File: src/design/hsort_pkg.sv
package hsort_pkg;

  // Sequencer states: take items into the row, then stream the row out
  typedef enum logic [0:0] {
    ST_LOAD,
    ST_DRAIN
  } hsort_state_t;

  // Control broadcast to every cell of the row
  typedef struct packed {
    logic insert;  // place the broadcast value into the sorted row
    logic shift;   // move every cell one place toward the head
  } cell_ctrl_t;

endpackage

File: src/design/hsort_cell.sv
module hsort_cell #(
  parameter int DATA_WIDTH = 32
) (
  input  logic                         clk,
  input  hsort_pkg::cell_ctrl_t        ctrl,
  input  logic                         occ,
  input  logic signed [DATA_WIDTH-1:0] in_val,
  input  logic signed [DATA_WIDTH-1:0] left_val,
  input  logic                         left_take,
  input  logic signed [DATA_WIDTH-1:0] right_val,
  output logic signed [DATA_WIDTH-1:0] val_o,
  output logic                         take_o
);
  import hsort_pkg::*;

  logic signed [DATA_WIDTH-1:0] val_r;
  logic signed [DATA_WIDTH-1:0] val_nxt;

  // An empty cell counts as larger than anything
  assign take_o = !occ || (in_val < val_r);
  assign val_o  = val_r;

  always_comb begin
    val_nxt = val_r;
    if (ctrl.insert && take_o) begin
      // Left neighbor also moves aside: take its value, else take the new one
      val_nxt = left_take ? left_val : in_val;
    end else if (ctrl.shift) begin
      val_nxt = right_val;
    end
  end

  always_ff @(posedge clk) begin
    val_r <= val_nxt;
  end

endmodule

File: config.mk
export PLATFORM = sky130hd
export DESIGN_NAME = hsort_cell
export DESIGN_NICKNAME = d
export VERILOG_FILES = /design/src/design/hsort_pkg.sv /design/src/design/hsort_cell.sv
export SDC_FILE = /design/constraint.sdc
export NUM_CORES = 1
export LEC_CHECK = 0
export BUFFER_PORTS_ARGS = -buffer_cell sky130_fd_sc_hd__buf_2
export CORE_MARGIN = 5
export CORE_UTILIZATION = 47
export CTS_CLUSTER_DIAMETER = 100
export DETAILED_ROUTE_END_ITERATION = 8
export GPL_ROUTABILITY_DRIVEN = 1
export PLACE_DENSITY = 0.78
export SKIP_LAST_GASP = 1
export SYNTH_ARGS = -nofsm -noshare
export SYNTH_HDL_FRONTEND = slang
export SYNTH_SLANG_ARGS = --single-unit
File: constraint.sdc
create_clock -name clk -period 3.4 [get_ports clk]
set_input_delay 0.34 -clock clk [delete_from_list [all_inputs] [get_ports clk]]
set_output_delay 0.34 -clock clk [all_outputs]
set_load 0.02 [all_outputs]
==> reports/qor.txt, run 1 <==
STATUS
----------------------------------------------------------------------------------
Result of the run                                                     finished, final reports clean

FLOW RUN
----------------------------------------------------------------------------------
Total of max-cap violations                                                      0

LOGIC SYNTHESIS
----------------------------------------------------------------------------------
Post-synthesis average cell area                                         12.46 um2
Post-synthesis sequential element count                                         32
Synth top area cells                                                  sky130_fd_sc_hd__edfxtp_1 35%, sky130_fd_sc_hd__mux2_4 16%, sky130_fd_sc_hd__mux2_2 14%, sky130_fd_sc_hd__ha_1 14%, sky130_fd_sc_hd__inv_1 4.9%
Commonest cells in the netlist                                        36 x sky130_fd_sc_hd__inv_1, 35 x sky130_fd_sc_hd__mux2_2, 32 x sky130_fd_sc_hd__edfxtp_1, 31 x sky130_fd_sc_hd__ha_1, 29 x sky130_fd_sc_hd__mux2_4
Netlist Area Pre-Place                                                    2778 um2
FFs w/ async S/R, synth                                                          0
Area share of the largest cell type after synthesis                         0.3459
Number of unique standard cell types used by synthesis                          33
Most used standard cell by instance count after synthesis             sky130_fd_sc_hd__inv_1
Cell type with the largest total area after synthesis                 sky130_fd_sc_hd__edfxtp_1
Share of the yosys chip area belonging to registers                         0.3459
Post-synth EDFFs                                                                32
Net count after synthesis                                                      355
Synth Flop Type                                                       sky130_fd_sc_hd__edfxtp_1
Count of warnings emitted by yosys                                               0
Synthesized instance count                                                     223

ROUTE
----------------------------------------------------------------------------------
Vias per std cell                                                            4.984
Wire per inst                                                             15.59 um
Number of DRC markers after the initial detailed-route iteration                75
Antenna violation net count after detailed routing                               0
Vias                                                                          2163
1st-pass router iterations                                                       4
WL final                                                                   6765 um
Residual DRC count                                                               0

POWER AND IR DROP
----------------------------------------------------------------------------------
Relative contribution of sequential cells to total power                     0.382
Part of the power in combinational logic                                     0.441
Overall power after layout                                                1.456 mW
Share of power burned in the clock network                                   0.177
Switching power summed over all nets                                     0.4916 mW
Leakage power total                                                       1.816 nW
VDD IR-drop max                                                        0.0002230 V
Internal power contribution                                              0.9648 mW
Power per standard cell area                                          408.1 nW/um2
Switching power share of the total                                          0.3376

CLOCKING
----------------------------------------------------------------------------------
Clock-pin slew on the worst setup and hold paths                             60 ps
Clk Latency, worst-skew pair                                                280 ps
Post-CTS repair timing setup buffer count                                        0
Clock root buffer                                                     sky130_fd_sc_hd__clkbuf_8
CTS-repair resized insts                                                         0
Clock Tree Buf Depth                                                             2
CTS hold repair buffers                                                          0
H-Tree Level Count                                                               2
Number of sinks driven by the clock tree                                        32
CTS tree                                                                     built
Number of buffers created by CTS                                                 5

GLOBAL ROUTING
----------------------------------------------------------------------------------
Total global-route track usage                                              0.1740
Largest net degree at the start of global routing                               33
Global-route wire length before repair                                    10400 um
Overflow after GRT                                                               0
Number of antenna violations at the first check in global routing                0
Via count of the first global-routing pass                                    2291

PLACEMENT
----------------------------------------------------------------------------------
RePlAce Congestion                                                          0.7989
Port Buf Inserts                                                               133
Half-perimeter wire length after detailed placement                        5706 um

STA
----------------------------------------------------------------------------------
Final Setup Violations                                                           0
Setup TNS after final layout                                                  0 ps
Final Hold Vio Count                                                             0
Time the final worst path needs with I/O delays and setup                  2715 ps
Hold slack final                                                          361.1 ps
Max-slew headroom at the worst pin                                          0.5085
Transition time at the pin with the least slew margin                     737.2 ps
Final Cycle Share                                                           0.7984
Count of final max-slew check failures                                           0
Clk_skew                                                                  5.603 ps
Achievable clock frequency                                               368.4 MHz
RSZ-0062 raised after global routing                                         false

DIE
----------------------------------------------------------------------------------
Number of core rows                                                             28
Starting density of the core                                                0.4776
Number of I/O pins                                                             134
Core Box Area                                                             5816 um2
Total die area                                                            7547 um2
Die width                                                                 86.88 um
Overall die height                                                        86.88 um

SETUP PATH
----------------------------------------------------------------------------------
Critical path startpoint category                                             flop
Critical-path maximum fanout                                                     9
Reg-to-Reg Start                                                         val_o[31]
CP endpoint kind                                                              flop
Category of the critical setup timing path                              reg -> reg
Crit path DAT                                                              2740 ps
CP Data Required Time                                                      3420 ps
Launch point of the worst path                                           val_o[31]

CELLS AND AREA
----------------------------------------------------------------------------------
Fraction of final layout cells sized beyond drive strength 1                0.6017
Area overhead of the layout relative to synthesis                           28.47%
Sequential cell area                                                     960.9 um2
Filler cell count in the final layout                                          508
Number of nets in the layout                                                   493
Antenna Diode Count                                                              0
Area used by multi-input combinational logic                              1607 um2
Flip-flop count of the largest register, all copies and words added             32

MIN PATH
----------------------------------------------------------------------------------
Worst Min Path Start                                                  right_val[23]
Classification of the worst-slack hold path                              in -> reg

==> power groups by stage <==
stage	registers, mW	logic [mW]	clock network [mW]
after floorplan	0.646	0.377	0
after global placement	0.564	0.628	0
after detailed placement	0.565	0.647	0
after CTS	0.557	0.650	0.269
after global routing	0.564	0.702	0.282
final	0.556	0.643	0.257
==> per-layer routing <==
| metal | track usage | vias up | part of all wire |
|---|---|---|---|
| met1 | 0.2011 | 983 | 0.41 |
| met5 | 0 | - | 0 |
| met2 | 0.3175 | 72 | 0.51 |
| li1 | - | 1098 | - |
| met3 | 0.03974 | 10 | 0.068 |
| met4 | 0.05099 | 0 | 0.017 |
==> cell families after synthesis <==
logic type               Yosys count  synth area share
adder cells (fa/ha/maj)           31            0.1396
multiplexers                      64            0.2987
flip-flops                        32            0.3459
buffers and inverters             43           0.07568
AND/OR/NAND/NOR                   24           0.05361
AO/OA/AOI/OAI                     29           0.08649
==> per-stage QoR <==
stage / util / worst slack (ps) / instances / cell area (um2)
after global routing: 0.6136 / 472.4 / 434 / 3568
after detailed placement: 0.6018 / 569.6 / 429 / 3500
after floorplan: - / 485.8 / 223 / 2778
after global placement: 0.6018 / 576.3 / 429 / 3500
final: 0.6136 / 685.4 / 434 / 3568
after CTS: 0.6136 / 641.0 / 434 / 3568
==> cell type report <==
class	count	share of cell area
Multi-Input combinational cell	148	0.4502
Sequential cell	32	0.2693
Timing Repair Buffer	138	0.1971
Inverter	36	0.03787
Tap cell	75	0.02630
Clock buffer	5	0.01928
==> placed cells by master (no fill, tap or decap), drive strengths merged, types with 2 or more instances in the layout <==
| cell type | netlist | layout |
|---|---|---|
| o21ai | 4 | 4 |
| nand2 | 10 | 10 |
| edfxtp | 32 | 32 |
| nor2 | 2 | 2 |
| a21oi | 11 | 11 |
| clkbuf | 4 | 5 |
| a21o | 2 | 2 |
| nand4 | 4 | 4 |
| a2111oi | 2 | 2 |
| nand2b | 2 | 2 |
| mux2 | 64 | 64 |
| inv | 36 | 36 |
| buf | 3 | 138 |
| o221ai | 2 | 2 |
| ha | 31 | 31 |
==> final timing paths <==
| path | endpoint | cells after the start | slack [ps] |
|---|---|---|---|
| worst max register to register | val_o[31] | 9 | 690 |
| worst min register to register | val_o[28] | 6 | 1270 |
| worst max-delay path | val_o[31] | 9 | 690 |
| worst min-delay path | val_o[23] | 2 | 360 |
==> worst max-delay path, cell delays in order, from the launching register on <==
cell                       delay [ps]
sky130_fd_sc_hd__edfxtp_1         340
sky130_fd_sc_hd__inv_1             50
sky130_fd_sc_hd__ha_1             340
sky130_fd_sc_hd__nand4_1          150
sky130_fd_sc_hd__nor4_2           340
sky130_fd_sc_hd__a221oi_2         140
sky130_fd_sc_hd__a211o_1          350
sky130_fd_sc_hd__o221ai_4         130
sky130_fd_sc_hd__buf_4            280
sky130_fd_sc_hd__mux2_2           350
Note: power is estimated with default switching activity, not from simulation.
==> run 2: changes to the inputs <==
- clock period: 3.4 -> 2.73 ns (I/O delays scaled with it)
==> run 2 against run 1 <==
Core utilization is 5.1 points higher. Clock-buffer cell count is 2 higher. Sequential share of layout area is 2.1 points lower. Combinational power is 49% higher. Non-clock buffer count is 10 higher. Final cell count is 3.2% higher. Critical path depth is 1 higher. Flip-flop and latch count stayed put. Largest cell class unchanged. Highest routed layer unchanged.
==> reports/qor.txt, run 2 (synthesized netlist as in run 1, its figures left out) <==
STATUS
----------------------------------------------------------------------------------
Result of the run                                                     finished, final reports clean

POWER AND IR DROP
----------------------------------------------------------------------------------
Switching power summed over all nets                                     0.6899 mW   +40%
VDD IR-drop max                                                        0.0003474 V   +56%
Power per standard cell area                                          518.2 nW/um2   +27%
Relative contribution of sequential cells to total power                     0.347   -0.035
Leakage power total                                                       1.901 nW   +4.7%
Share of power burned in the clock network                                   0.174   -0.003
Switching power share of the total                                          0.3445   +0.006912
Internal power contribution                                               1.313 mW   +36%
Part of the power in combinational logic                                     0.478   +0.037

CLOCKING
----------------------------------------------------------------------------------
Clock Tree Buf Depth                                                             2   unchanged
Clock root buffer                                                     sky130_fd_sc_hd__clkbuf_8
CTS hold repair buffers                                                          0   unchanged
Clk Latency, worst-skew pair                                                280 ps   about the same
Number of sinks driven by the clock tree                                        32   unchanged
CTS tree                                                                     built
Clock-pin slew on the worst setup and hold paths                             70 ps   about the same
H-Tree Level Count                                                               2   unchanged
Number of buffers created by CTS                                                 5   unchanged

MIN PATH
----------------------------------------------------------------------------------
Classification of the worst-slack hold path                              in -> reg

SETUP PATH
----------------------------------------------------------------------------------
CP endpoint kind                                                              flop
Crit path DAT                                                              2710 ps   -30 ps
Critical path's largest stage delay                                         350 ps   about the same
Critical-path top delay cell                                          sky130_fd_sc_hd__edfxtp_1
Cells traversed along the worst timing path                           inv_1, ha_4, nand4_1, nor4_4, a221oi_2, a211o_1, o221ai_4, buf_4, buf_12, mux2_2
Critical-path maximum fanout                                                     8   -1
Category of the critical setup timing path                              reg -> reg
CP Data Required Time                                                      2760 ps   -660 ps
Critical path startpoint category                                             flop

ROUTE
----------------------------------------------------------------------------------
Number of DRC markers after the initial detailed-route iteration                40   -47%
1st-pass router iterations                                                       4   unchanged
Antenna violation net count after detailed routing                               0   unchanged
Vias                                                                          2280   +5.4%
WL final                                                                   7605 um   +12%
Vias per std cell                                                            5.089   +2.1%
Wire per inst                                                             16.98 um   +8.9%
Residual DRC count                                                               0   unchanged

STA
----------------------------------------------------------------------------------
Slack of the critical path                                                48.03 ps   -637.4 ps
Time the final worst path needs with I/O delays and setup                  2682 ps   -32.59 ps
Max-slew headroom at the worst pin                                          0.4897   -0.01885
Transition time at the pin with the least slew margin                     765.5 ps   +28.27 ps
Achievable clock frequency                                               372.9 MHz   +1.2%
RSZ-0062 raised after global routing                                          true
Final Setup Violations                                                           0   unchanged
Final Cycle Share                                                           0.9824   +0.1840
Count of final max-slew check failures                                           0   unchanged
Final Hold Vio Count                                                             0   unchanged
Hold slack final                                                          289.6 ps   -71.45 ps
Clk_skew                                                                  2.394 ps   -3.208 ps

CELLS AND AREA
----------------------------------------------------------------------------------
Leading cell types in the layout, fill and taps excluded              133 x sky130_fd_sc_hd__buf_2, 35 x sky130_fd_sc_hd__mux2_2, 32 x sky130_fd_sc_hd__inv_1, 32 x sky130_fd_sc_hd__edfxtp_1, 29 x sky130_fd_sc_hd__mux2_4
Flip-flop count of the largest register, all copies and words added             32   unchanged
Fraction of final layout cells sized beyond drive strength 1                0.6568   +0.05517
Most common cell after layout, fill and taps aside                    sky130_fd_sc_hd__buf_2
Number of nets in the layout                                                   504   +2.2%
Antenna Diode Count                                                              0   unchanged
Area overhead of the layout relative to synthesis                           39.14%

GLOBAL ROUTING
----------------------------------------------------------------------------------
Via count of the first global-routing pass                                    2312   +0.92%
Global-route wire length before repair                                    10540 um   +1.4%
Number of antenna violations at the first check in global routing                0   unchanged
Largest net degree at the start of global routing                               33   unchanged
Overflow after GRT                                                               0   unchanged
Total global-route track usage                                              0.1773   +0.003327

DIE
----------------------------------------------------------------------------------
Number of I/O pins                                                             134   unchanged
Total die area                                                            7547 um2   unchanged
Core Box Area                                                             5816 um2   unchanged
Number of core rows                                                             28   unchanged
Die width                                                                 86.88 um   unchanged
Starting density of the core                                                0.4776   unchanged
Overall die height                                                        86.88 um   unchanged

FLOW RUN
----------------------------------------------------------------------------------
Total of max-cap violations                                                      0   unchanged

PLACEMENT
----------------------------------------------------------------------------------
RePlAce Congestion                                                          0.7612   -4.7%
Worst slack, placed                                                      -3.352 ps   -572.9 ps
Half-perimeter wire length after detailed placement                        5616 um   -1.6%
Port Buf Inserts                                                               133   unchanged

## run 2: changes by cell type in the layout (fill, tap and decap cells not counted), sizes merged
cell and change:
buf +8, clkbuf +4, clkinv +1, or2 +1
## run 2: through the flow
stage	instances	instance area, um2	setup TNS, ps	util	total power [mW]
CTS	434	3585	0	0.6164	1.862
detailed placement	426	3505	-67.13	0.6026	1.516
floorplan	223	2780	0	-	1.276
global placement	426	3505	0	0.6026	1.492
finish	448	3865	0	0.6646	2.003
global route	448	3865	-4494	0.6646	2.114
## run 2: final cells by class
cell class	instances	area [um2]
timing repair buffer	148	838.3
clock inverter	1	3.754
tap	75	93.84
multi-input combinational	149	1757
sequential	32	960.9
fill	447	1951
clock buffer	7	76.32
inverter	36	135.1
## run 2: repair_timing
item / in CTS / in global routing
endpoints found under the setup margin: 0 / 65
endpoints found under the hold margin: 0 / 0
buffers inserted: 0 / 11
resized for setup: 0 / 21
## run 2: final timing paths
| kind | startpoint | to | slack (ps) | cells after the start |
|---|---|---|---|---|
| setup reg to reg | val_o[29] | val_o[0] | 50 | 10 |
| setup / recovery | val_o[29] | val_o[0] | 50 | 10 |
| hold / removal | right_val[5] | val_o[5] | 290 | 2 |
| hold reg to reg | val_o[31] | val_o[4] | 1510 | 7 |
## run 2: critical path, delay by kind of cell, from the launching register on
kind	cells	cell delay, ps
muxes	1	340
AOI/OAI and AO/OA	3	530
DFF	1	350
buffers and inverters	3	420
and+or+nand+nor	2	500
adders and majority gates	1	300
## run 2: routing by layer
metal	vias to the layer above	part of all wire	track usage
met1	1074	0.38	0.2172
met4	0	0.013	0.04391
met5	-	0	0
met2	69	0.55	0.3237
li1	1126	-	-
met3	11	0.051	0.02649
## run 2: power groups by stage
stage / Clock (mW) / Sequential, mW / Combinational (mW)
floorplan: 0 / 0.804 / 0.471
global placement: 0 / 0.702 / 0.790
detailed placement: 0 / 0.705 / 0.811
CTS: 0.352 / 0.695 / 0.815
global route: 0.372 / 0.706 / 1.04
finish: 0.349 / 0.696 / 0.958
==> run 3: changes to the inputs <==
- ABC_AREA: unset -> 1
- CORE_UTILIZATION: 47 -> 45
- PLACE_DENSITY: 0.78 -> 0.76
==> run 3 against run 2 <==
Core utilization shrank 6.4 points. Global-route usage increased by 1.1 points. Largest cell class unchanged. Clock power rose by 29%. Power fell by 6.8%.
==> reports/qor.txt, run 3 <==
STATUS
----------------------------------------------------------------------------------
Result of the run                                                     finished, final reports clean

ROUTE
----------------------------------------------------------------------------------
Vias per std cell                                                            4.971   -2.3%
Number of DRC markers after the initial detailed-route iteration               126   +220%
Antenna violation net count after detailed routing                               0   unchanged
Residual DRC count                                                               0   unchanged
Wire per inst                                                             13.85 um   -18%
1st-pass router iterations                                                       4   unchanged
Vias                                                                          2575   +13%
Sum of met2 wire segment lengths after detailed routing                    3515 um   -16%
Routed length on met1                                                      2936 um   +0.41%
Top Metal Used                                                                met4
Met3 wire length                                                            646 um   +66%
WL final                                                                   7173 um   -5.7%

SETUP PATH
----------------------------------------------------------------------------------
Category of the critical setup timing path                              reg -> out
Crit path DAT                                                              2260 ps   -450 ps
CP endpoint kind                                                      primary output
CP Data Required Time                                                      2460 ps   -300 ps
Critical path startpoint category                                             flop
Critical-path maximum fanout                                                    33   +25

LOGIC SYNTHESIS
----------------------------------------------------------------------------------
Share of the yosys chip area belonging to registers                         0.3621   +0.01615
Post-synthesis sequential element count                                         32   unchanged
FFs w/ async S/R, synth                                                          0   unchanged
Synthesized instance count                                                     311   +39%
Count of warnings emitted by yosys                                               0   unchanged
Post-synth EDFFs                                                                32   unchanged
Net count after synthesis                                                      443   +25%
Area share of the largest cell type after synthesis                         0.3621   +0.01615
Post-synthesis average cell area                                         8.533 um2   -31%
Synth Flop Type                                                       sky130_fd_sc_hd__edfxtp_1
Commonest cells in the netlist                                        94 x sky130_fd_sc_hd__nand2_1, 40 x sky130_fd_sc_hd__inv_1, 34 x sky130_fd_sc_hd__nand3_1, 32 x sky130_fd_sc_hd__edfxtp_1
Synth top area cells                                                  sky130_fd_sc_hd__edfxtp_1 36%, sky130_fd_sc_hd__ha_1 15%, sky130_fd_sc_hd__nand2_1 13%, sky130_fd_sc_hd__mux2_2 13%, sky130_fd_sc_hd__nand3_1 6.4%
Most used standard cell by instance count after synthesis             sky130_fd_sc_hd__nand2_1
Number of unique standard cell types used by synthesis                          22   -33%
Netlist Area Pre-Place                                                    2654 um2   -4.5%
Cell type with the largest total area after synthesis                 sky130_fd_sc_hd__edfxtp_1

CLOCKING
----------------------------------------------------------------------------------
Clock-pin slew on the worst setup and hold paths                             70 ps   about the same
Clock root buffer                                                     sky130_fd_sc_hd__clkbuf_8
H-Tree Level Count                                                               2   unchanged
Number of buffers created by CTS                                                 5   unchanged
Number of sinks driven by the clock tree                                        32   unchanged
Clock Tree Buf Depth                                                             2   unchanged
Post-CTS repair timing setup buffer count                                        0   unchanged
Clk Latency, worst-skew pair                                                280 ps   about the same
CTS tree                                                                     built

STA
----------------------------------------------------------------------------------
Final Cycle Share                                                           0.9274   -0.05502
Achievable clock frequency                                               395.0 MHz   +5.9%
Transition time at the pin with the least slew margin                     760.9 ps   -4.560 ps
Clk_skew                                                                  8.969 ps   +6.575 ps
Setup TNS after final layout                                                  0 ps   unchanged
Max-slew headroom at the worst pin                                          0.4927   +0.003040
Time the final worst path needs with I/O delays and setup                  2532 ps   -150.2 ps
Final Hold Vio Count                                                             0   unchanged
RSZ-0062 raised after global routing                                         false
Count of final max-slew check failures                                           0   unchanged
Final Setup Violations                                                           0   unchanged

PLACEMENT
----------------------------------------------------------------------------------
Port Buf Inserts                                                               133   unchanged
RePlAce Congestion                                                          0.7947   +4.4%
Half-perimeter wire length after detailed placement                        5686 um   +1.2%
Cell area reported after detailed placement                               3378 um2   -3.6%

GLOBAL ROUTING
----------------------------------------------------------------------------------
Number of antenna violations at the first check in global routing                0   unchanged
Via count of the first global-routing pass                                    2636   +14%
Total global-route track usage                                              0.1879   +0.01056
Overflow after GRT                                                               0   unchanged
Global-route wire length before repair                                    11430 um   +8.4%
Largest net degree at the start of global routing                               34   +3.0%

CELLS AND AREA
----------------------------------------------------------------------------------
Fraction of final layout cells sized beyond drive strength 1                0.4086   -0.2483
Final core occ                                                              0.6007   -0.06390
Area used by multi-input combinational logic                              1470 um2   -16%
Number of nets in the layout                                                   574   +14%
Sequential cell area                                                     960.9 um2   unchanged
Total non-filler cell area in the finished layout                         3493 um2   -9.6%
Area overhead of the layout relative to synthesis                           31.64%
Flip-flop count of the largest register, all copies and words added             32   unchanged
Antenna Diode Count                                                              0   unchanged
Leading cell types in the layout, fill and taps excluded              133 x sky130_fd_sc_hd__buf_2, 93 x sky130_fd_sc_hd__nand2_1, 40 x sky130_fd_sc_hd__inv_1
Most common cell after layout, fill and taps aside                    sky130_fd_sc_hd__buf_2
Filler cell count in the final layout                                          564   +26%

DIE
----------------------------------------------------------------------------------
Core Box Area                                                             5816 um2   unchanged
Total die area                                                            7533 um2   -0.18%
Number of core rows                                                             28   unchanged
Die width                                                                 86.80 um   about the same
Overall die height                                                        86.80 um   about the same
Number of I/O pins                                                             134   unchanged
Starting density of the core                                                0.4563   -0.02130

POWER AND IR DROP
----------------------------------------------------------------------------------
VDD IR-drop max                                                        0.0002999 V   -14%
Power per standard cell area                                          534.3 nW/um2   +3.1%
Overall power after layout                                                1.866 mW   -6.8%
Leakage power total                                                       1.909 nW   +0.43%

FLOW RUN
----------------------------------------------------------------------------------
Total of max-cap violations                                                      0   unchanged

MIN PATH
----------------------------------------------------------------------------------
Classification of the worst-slack hold path                              in -> reg

-- run 3: what timing repair did --
| item | 4_1_cts | 5_1_grt |
|---|---|---|
| setup endpoints to repair | 0 | 1 |
| hold buffers | 0 | 0 |
| endpoints found under the hold margin | 0 | 0 |
| resized for setup | 0 | 2 |
-- run 3: final timing paths --
check	slack, ps	endpoint	startpoint	depth (start not counted)
hold / removal	250	val_o[2]	right_val[2]	3
hold reg to reg	1360	val_o[16]	val_o[31]	8
setup / recovery	200	take_o	val_o[31]	12
setup reg to reg	360	val_o[27]	val_o[31]	13
-- run 3: through the flow --
step,cells,hold WS (ps),worst slack (ps)
after floorplan,311,451.6,187.7
after global placement,510,537.1,388.7
after detailed placement,510,539.8,355.1
after CTS,518,243.2,26.21
after global routing,518,255.0,21.31
final,518,250.1,198.2
-- run 3: kinds of logic (layout without fill, tap and decap cells) --
group	after synthesis	in the layout	share of synthesized area
AND/OR/NAND/NOR	140	140	0.2301
buffers and inverters	54	186	0.08486
flip-flops	32	32	0.3621
adder cells (fa/ha/maj)	31	31	0.1462
multiplexers	31	31	0.1315
AO/OA/AOI/OAI	23	23	0.04526
-- run 3: layer usage --
layer / GRT usage / vias up
li1: - / 1308
met1: 0.2224 / 1151
met2: 0.3333 / 107
met3: 0.05133 / 9
met4: 0.04816 / 0
met5: 0 / -
-- run 3: power by group --
| part | leakage [nW] | total, mW | internal [mW] | switching [mW] |
|---|---|---|---|---|
| registers | 0.328 | 0.686 | 0.647 | 0.0392 |
| logic | 1.53 | 0.729 | 0.290 | 0.439 |
| clock network | 0.0552 | 0.451 | 0.271 | 0.181 |
| total | 1.91 | 1.87 | 1.21 | 0.659 |
-- run 3: area by class of cell --
type                            instances  area share
Multi-Input combinational cell        225      0.4208
Timing Repair Buffer                  138      0.2034
Sequential cell                        32      0.2751
Inverter                               40     0.04298
Clock inverter                          2     0.01003
Clock buffer                            6     0.02077
Tap cell                               75     0.02686
-- run 3: critical path, stage by stage (launching register included) --
cell and delay [ps]:
sky130_fd_sc_hd__edfxtp_1 370, sky130_fd_sc_hd__inv_1 60, sky130_fd_sc_hd__ha_1 360, sky130_fd_sc_hd__nand4_1 120
sky130_fd_sc_hd__inv_1 80, sky130_fd_sc_hd__nand2_1 90, sky130_fd_sc_hd__nor4_2 140, sky130_fd_sc_hd__nand2_1 90
sky130_fd_sc_hd__nand2_1 60, sky130_fd_sc_hd__nand2_1 80, sky130_fd_sc_hd__nand3_4 90, sky130_fd_sc_hd__buf_8 230
sky130_fd_sc_hd__buf_2 210
